[config.mk]
export PLATFORM = sky130hd
export DESIGN_NAME = vfc_cell
export DESIGN_NICKNAME = d
export VERILOG_FILES = /design/src/vfc_pkg.sv /design/src/vfc_cell.sv
export SDC_FILE = /design/constraint.sdc
export NUM_CORES = 1
export LEC_CHECK = 0
export BUFFER_PORTS_ARGS = -buffer_cell sky130_fd_sc_hd__buf_2
export CORE_MARGIN = 3
export CORE_UTILIZATION = 56
export CTS_CLUSTER_SIZE = 24
export DETAILED_ROUTE_END_ITERATION = 7
export PLACE_DENSITY_LB_ADDON = 0.3
export SYNTH_ARGS = -nofsm -noshare
export SYNTH_HDL_FRONTEND = slang
export SYNTH_SLANG_ARGS = --single-unit
[constraint.sdc]
create_clock -name clk_i -period 7.89 [get_ports clk_i]
set_input_delay 1.9725 -clock clk_i [delete_from_list [all_inputs] [get_ports clk_i]]
set_output_delay 1.9725 -clock clk_i [all_outputs]
set_load 0.01 [all_outputs]
[src/vfc_pkg.sv]
// ----------------------------------------------------------------------------
// vfc_pkg: shared types and constants of the valid-mode FIR convolver
// Sizes of the tap chain, the product and sum words, and the register map.
// ----------------------------------------------------------------------------
package vfc_pkg;

  localparam int MAX_TAPS    = 16;
  localparam int SAMPLE_BITS = 16;

  localparam int SAMPLE_W    = 16;
  localparam int COEF_W      = 16;
  localparam int PROD_W      = SAMPLE_W + COEF_W;
  localparam int CONV_W      = 36;

  localparam int COEF_WORDS  = 4;
  localparam int CFG_W       = 64;
  localparam int CFG_IDX_W   = 3;
  localparam int TAP_CNT_W   = 5;

  localparam int TAP_W       = $clog2(MAX_TAPS + 1);
  localparam int TAP_IDX_W   = $clog2(MAX_TAPS);
  localparam int TREE_LEVELS = $clog2(MAX_TAPS);
  localparam int TREE_LEAVES = 1 << TREE_LEVELS;

  // register map
  localparam logic [CFG_IDX_W-1:0] REG_COEF_0    = 3'd0;
  localparam logic [CFG_IDX_W-1:0] REG_COEF_1    = 3'd1;
  localparam logic [CFG_IDX_W-1:0] REG_COEF_2    = 3'd2;
  localparam logic [CFG_IDX_W-1:0] REG_COEF_3    = 3'd3;
  localparam logic [CFG_IDX_W-1:0] REG_TAP_COUNT = 3'd4;

  // status that travels alongside one result through the pipeline
  typedef struct packed {
    logic valid;
    logic last;
    logic too_short;
  } vfc_tag_t;

endpackage

[src/vfc_cell.sv]
// ----------------------------------------------------------------------------
// vfc_cell: one tap of the sample chain
// Holds one window sample, hands it to the next cell on each transfer, and
// registers its weighted product.
// ----------------------------------------------------------------------------
module vfc_cell
  import vfc_pkg::*;
(
  input  logic                       clk_i,
  input  logic                       shift_i,
  input  logic                       advance_i,
  input  logic signed [SAMPLE_W-1:0] sample_i,
  input  logic signed [COEF_W-1:0]   coef_i,
  input  logic                       tap_en_i,
  output logic signed [SAMPLE_W-1:0] sample_o,
  output logic signed [PROD_W-1:0]   product_o
);

  logic signed [SAMPLE_W-1:0] sample_q;
  logic signed [PROD_W-1:0]   product_d;
  logic signed [PROD_W-1:0]   product_q;

  // taps beyond the kernel length contribute nothing
  always_comb begin
    if (tap_en_i) begin
      product_d = sample_q * coef_i;
    end else begin
      product_d = '0;
    end
  end

  always_ff @(posedge clk_i) begin
    if (shift_i) begin
      sample_q <= sample_i;
    end
    if (advance_i) begin
      product_q <= product_d;
    end
  end

  assign sample_o  = sample_q;
  assign product_o = product_q;

endmodule

==> metrics.txt <==
# TYPE chip_impl_metric gauge
chip_impl_metric{name="die_height",unit="um"} 150
chip_impl_metric{name="finish.cell_count_without_fillers",unit=""} 1533
chip_impl_metric{name="drc_violations_left",unit=""} 0
chip_impl_metric{name="dpl-instance-area",unit="mm^2"} 0.0123
chip_impl_info{name="crit_chain",value="buf_2 -> nand2_1 -> fa_1 -> fa_1 -> fa_1 -> inv_1 -> fa_1 -> fa_1 -> inv_1 -> fa_1 -> inv_1 -> ha_1 -> a41oi_1 -> o21ai_0 -> a31oi_1 -> buf_4 -> and4b_4 -> o31ai_4 -> nor4b_2 -> or3_1"} 1
chip_impl_metric{name="initial_core_util",unit="%"} 58.2
chip_impl_metric{name="placeableCoreArea",unit="mm^2"} 0.0198
chip_impl_metric{name="report.final.slew_viol_count",unit=""} 0
chip_impl_metric{name="critical-path-max-stage-delay",unit="ns"} 0.56
chip_impl_info{name="mostFrequentLayoutCell",value="sky130_fd_sc_hd__inv_1"} 1
chip_impl_metric{name="finalCoreUtilization",unit="%"} 63.1
chip_impl_metric{name="wirelength_routed",unit="mm"} 26.6
chip_impl_metric{name="yosys.area.top_type_share",unit="%"} 45.4
chip_impl_metric{name="dp_hpwl",unit="mm"} 22.4
chip_impl_metric{name="floorplan.die_area",unit="mm^2"} 0.0224
chip_impl_metric{name="postSynth.asyncResetShare",unit="%"} 0
chip_impl_metric{name="register_to_register_setup_slack",unit="ns"} 1.32
chip_impl_metric{name="numCtsBuffers",unit=""} 5
chip_impl_metric{name="globalRouteOverflowTotal",unit=""} 0
chip_impl_info{name="clockRootBuffer",value="sky130_fd_sc_hd__clkbuf_16"} 1
chip_impl_metric{name="boundaryPins",unit=""} 84
chip_impl_metric{name="worst_clock_skew",unit="ns"} 0.00874
chip_impl_metric{name="drtAntennaViolNets",unit=""} 0
chip_impl_info{name="hold_class",value="reg -> reg"} 1
chip_impl_metric{name="first_global_vias",unit=""} 9124
chip_impl_metric{name="port_buffers",unit=""} 83
chip_impl_metric{name="antenna-diode-count",unit=""} 0
chip_impl_info{name="timing.rr.start",value="sample_o[7]"} 1
chip_impl_metric{name="global_route_wire_length_before_repair",unit="mm"} 45.6
chip_impl_metric{name="first_pass_drt_iterations",unit=""} 7
chip_impl_info{name="clock_tree_from_tritoncts",value="yes"} 1
chip_impl_metric{name="critical_path_depth",unit=""} 20
chip_impl_info{name="synth_top_cells_by_area",value="sky130_fd_sc_hd__fa_1 (45%), sky130_fd_sc_hd__edfxtp_1 (12%), sky130_fd_sc_hd__inv_1 (9.6%)"} 1
chip_impl_metric{name="min_period",unit="ns"} 7.65
chip_impl_info{name="cp-startpoint",value="coef_i[1]"} 1
chip_impl_metric{name="detail_route.wl_per_cell",unit="um"} 17.4
chip_impl_info{name="worst_path_max_delay_cell",value="sky130_fd_sc_hd__fa_1"} 1
chip_impl_metric{name="slew_headroom",unit="%"} 42.8
chip_impl_info{name="grt_setup_unrepaired",value="no"} 1
chip_impl_metric{name="finalInstanceArea",unit="mm^2"} 0.0125
chip_impl_metric{name="vias_per_cell",unit=""} 5.38
chip_impl_metric{name="total_count_of_hold_check_failures_in_the_final_report",unit=""} 0
chip_impl_metric{name="floorplan.die.width",unit="um"} 150
chip_impl_metric{name="post-route-period-util",unit="%"} 96.9
chip_impl_metric{name="cp_data_arrival_time",unit="ns"} 7.69
chip_impl_metric{name="yosysSeqAreaShare",unit="%"} 12.5
chip_impl_metric{name="synth-warning-count",unit=""} 0
chip_impl_metric{name="cts_htree_levels",unit=""} 2
chip_impl_metric{name="route.vias.total",unit=""} 8246
chip_impl_metric{name="postCtsSetupRepairBufs",unit=""} 0
chip_impl_metric{name="post_cts_hold_buffer_count",unit=""} 0
chip_impl_info{name="final_cell_mix",value="sky130_fd_sc_hd__inv_1 (295), sky130_fd_sc_hd__fa_1 (260), sky130_fd_sc_hd__nand2_1 (134)"} 1
chip_impl_metric{name="syn_nets",unit=""} 1567
chip_impl_metric{name="global_route_usage_over_all_layers",unit="%"} 25.7
chip_impl_metric{name="finalNetCount",unit=""} 1647
chip_impl_metric{name="grt_antenna_before_repair",unit=""} 1
chip_impl_metric{name="area.sequential",unit="mm^2"} 0.00144
chip_impl_metric{name="maxClockFrequency",unit="MHz"} 131
chip_impl_metric{name="synth.avg_cell_area",unit="um^2"} 9.72
chip_impl_metric{name="crit_buf_inv",unit=""} 5
chip_impl_info{name="synth.largest_area_cell",value="sky130_fd_sc_hd__fa_1"} 1
chip_impl_metric{name="multi_input_gate_area_in_the_final_layout",unit="mm^2"} 0.00886
chip_impl_metric{name="detailedRoute.firstIterationViolations",unit=""} 474
chip_impl_metric{name="final.fill_count",unit=""} 1670
chip_impl_metric{name="ys_ff_latch",unit=""} 48
chip_impl_metric{name="numPlacedInstances",unit=""} 1525
chip_impl_metric{name="holdPathStages",unit=""} 2
chip_impl_metric{name="postSynthCellCount",unit=""} 1187
chip_impl_metric{name="ys_types",unit=""} 49
chip_impl_metric{name="cts.sinks",unit=""} 48
chip_impl_info{name="min-delay-start",value="sample_o[0]"} 1
chip_impl_metric{name="tightest_slew",unit="ns"} 0.857
chip_impl_info{name="cell_family_contributing_the_most_delay_on_the_critical_path",value="adder cells"} 1
chip_impl_metric{name="critical_path_fanouts_max",unit=""} 16
chip_impl_metric{name="area.growth.synth_to_final",unit="%"} 8.53
chip_impl_metric{name="clockBufferDepth",unit=""} 2
chip_impl_info{name="postSynth.topFlopCell",value="sky130_fd_sc_hd__edfxtp_1"} 1
chip_impl_metric{name="worstPathRequired",unit="ns"} 7.93
chip_impl_metric{name="grt_start_max_net_pins",unit=""} 33
chip_impl_info{name="setup.worst_path.start_class",value="primary input"} 1
chip_impl_metric{name="synthesis.area",unit="mm^2"} 0.0115
chip_impl_info{name="outcome",value="completed"} 1
chip_impl_metric{name="depth_of_the_worst_register_to_register_path",unit=""} 21
chip_impl_metric{name="register_clock_pin_slew_on_the_reported_worst_setup_and_hold_paths",unit="ns"} 0.07
chip_impl_metric{name="clock_latency",unit="ns"} 0.30
chip_impl_metric{name="setup_violations",unit=""} 0
chip_impl_metric{name="max_cap_viol_count",unit=""} 0
chip_impl_metric{name="synth_enable_flop_cells",unit=""} 48
chip_impl_metric{name="num_rows",unit=""} 51
chip_impl_info{name="worstSetupPathType",value="in -> reg"} 1
chip_impl_info{name="worst_setup_path_end_kind",value="flop"} 1
chip_impl_info{name="critPathMostFrequentCell",value="sky130_fd_sc_hd__fa_1"} 1
chip_impl_metric{name="finalWeightedCongestion",unit=""} 0.870
chip_impl_metric{name="final_layout_size_suffix_gt1_share",unit="%"} 10.2
==> timing repair <==
item | CTS | global route
setup endpoints to repair | 0 | 4
gates resized for setup | 0 | 3
endpoints found under the hold margin | 0 | 0
==> area by class of cell <==
cell class              count  area share, %
clock buffers               5          0.999
clock inverters             3          0.370
inverters                 295           8.84
multi-input cells         807           70.7
flip-flops and latches     48           11.5
well taps                 265           2.65
repair buffers            110           4.93
==> worst min-delay path, delay by kind of cell, from the launching register on <==
family	cells	cell delay, ns
and+or+nand+nor	1	0.19
buffers and inverters	1	0.24
DFF	1	0.33
==> metrics by stage <==
stage | TNS [ns] | hold slack, ns | setup slack [ns]
finish | 0 | 0.866 | 0.242
global route | 0 | 0.921 | 0.0237
CTS | 0 | 0.856 | 0.209
detailed placement | -0.117 | 0.837 | -0.117
global placement | -0.0105 | 0.827 | -0.0105
floorplan | 0 | 0.711 | 0.0744
==> final timing paths <==
path,endpoint
setup / recovery,product_o[30]
hold / removal,product_o[0]
setup reg to reg,product_o[30]
hold reg to reg,product_o[0]
==> flip-flops by register name, summed over array words and instances (netlist names) <==
name       cells
product_o     32
sample_o      16
==> synth_stat cells (all sizes together) (3+ instances only) <==
master	instances
a211oi	4
a21o	6
a21oi	26
a31oi	5
and2	130
and3	4
buf	4
clkbuf	33
edfxtp	48
fa	262
ha	82
inv	295
mux2i	3
nand2	134
nand2b	9
nand3	7
nand4	4
nor2	37
nor3	16
o21a	8
o21ai	17
o31ai	3
xnor2	18
xor2	4
==> cell families (layout without fill, tap and decap cells) <==
group	after synthesis	after routing	synth area share, %
xor gates and xnor gates	22	22	1.67
and+or+nand+nor	354	354	15.5
adders and majority gates	344	344	54.3
AOI/OAI and AO/OA	83	83	4.82
DFF	48	48	12.5
muxes	4	4	0.358
buffers and inverters	332	413	10.9
==> routing by layer <==
metal | vias to the layer above | global-route usage, % | wire [um] | share of wire (%)
li1 | 3697 | - | - | -
met1 | 4220 | 34.8 | 10800 | 41
met4 | 0 | 6.41 | 648 | 2.4
met2 | 269 | 45.0 | 13800 | 52
met5 | - | 0 | 0 | 0
met3 | 60 | 2.79 | 1390 | 5.2
Power is not shown: default switching activity piles up to over one toggle a cycle in this logic, so the estimate is an artifact.
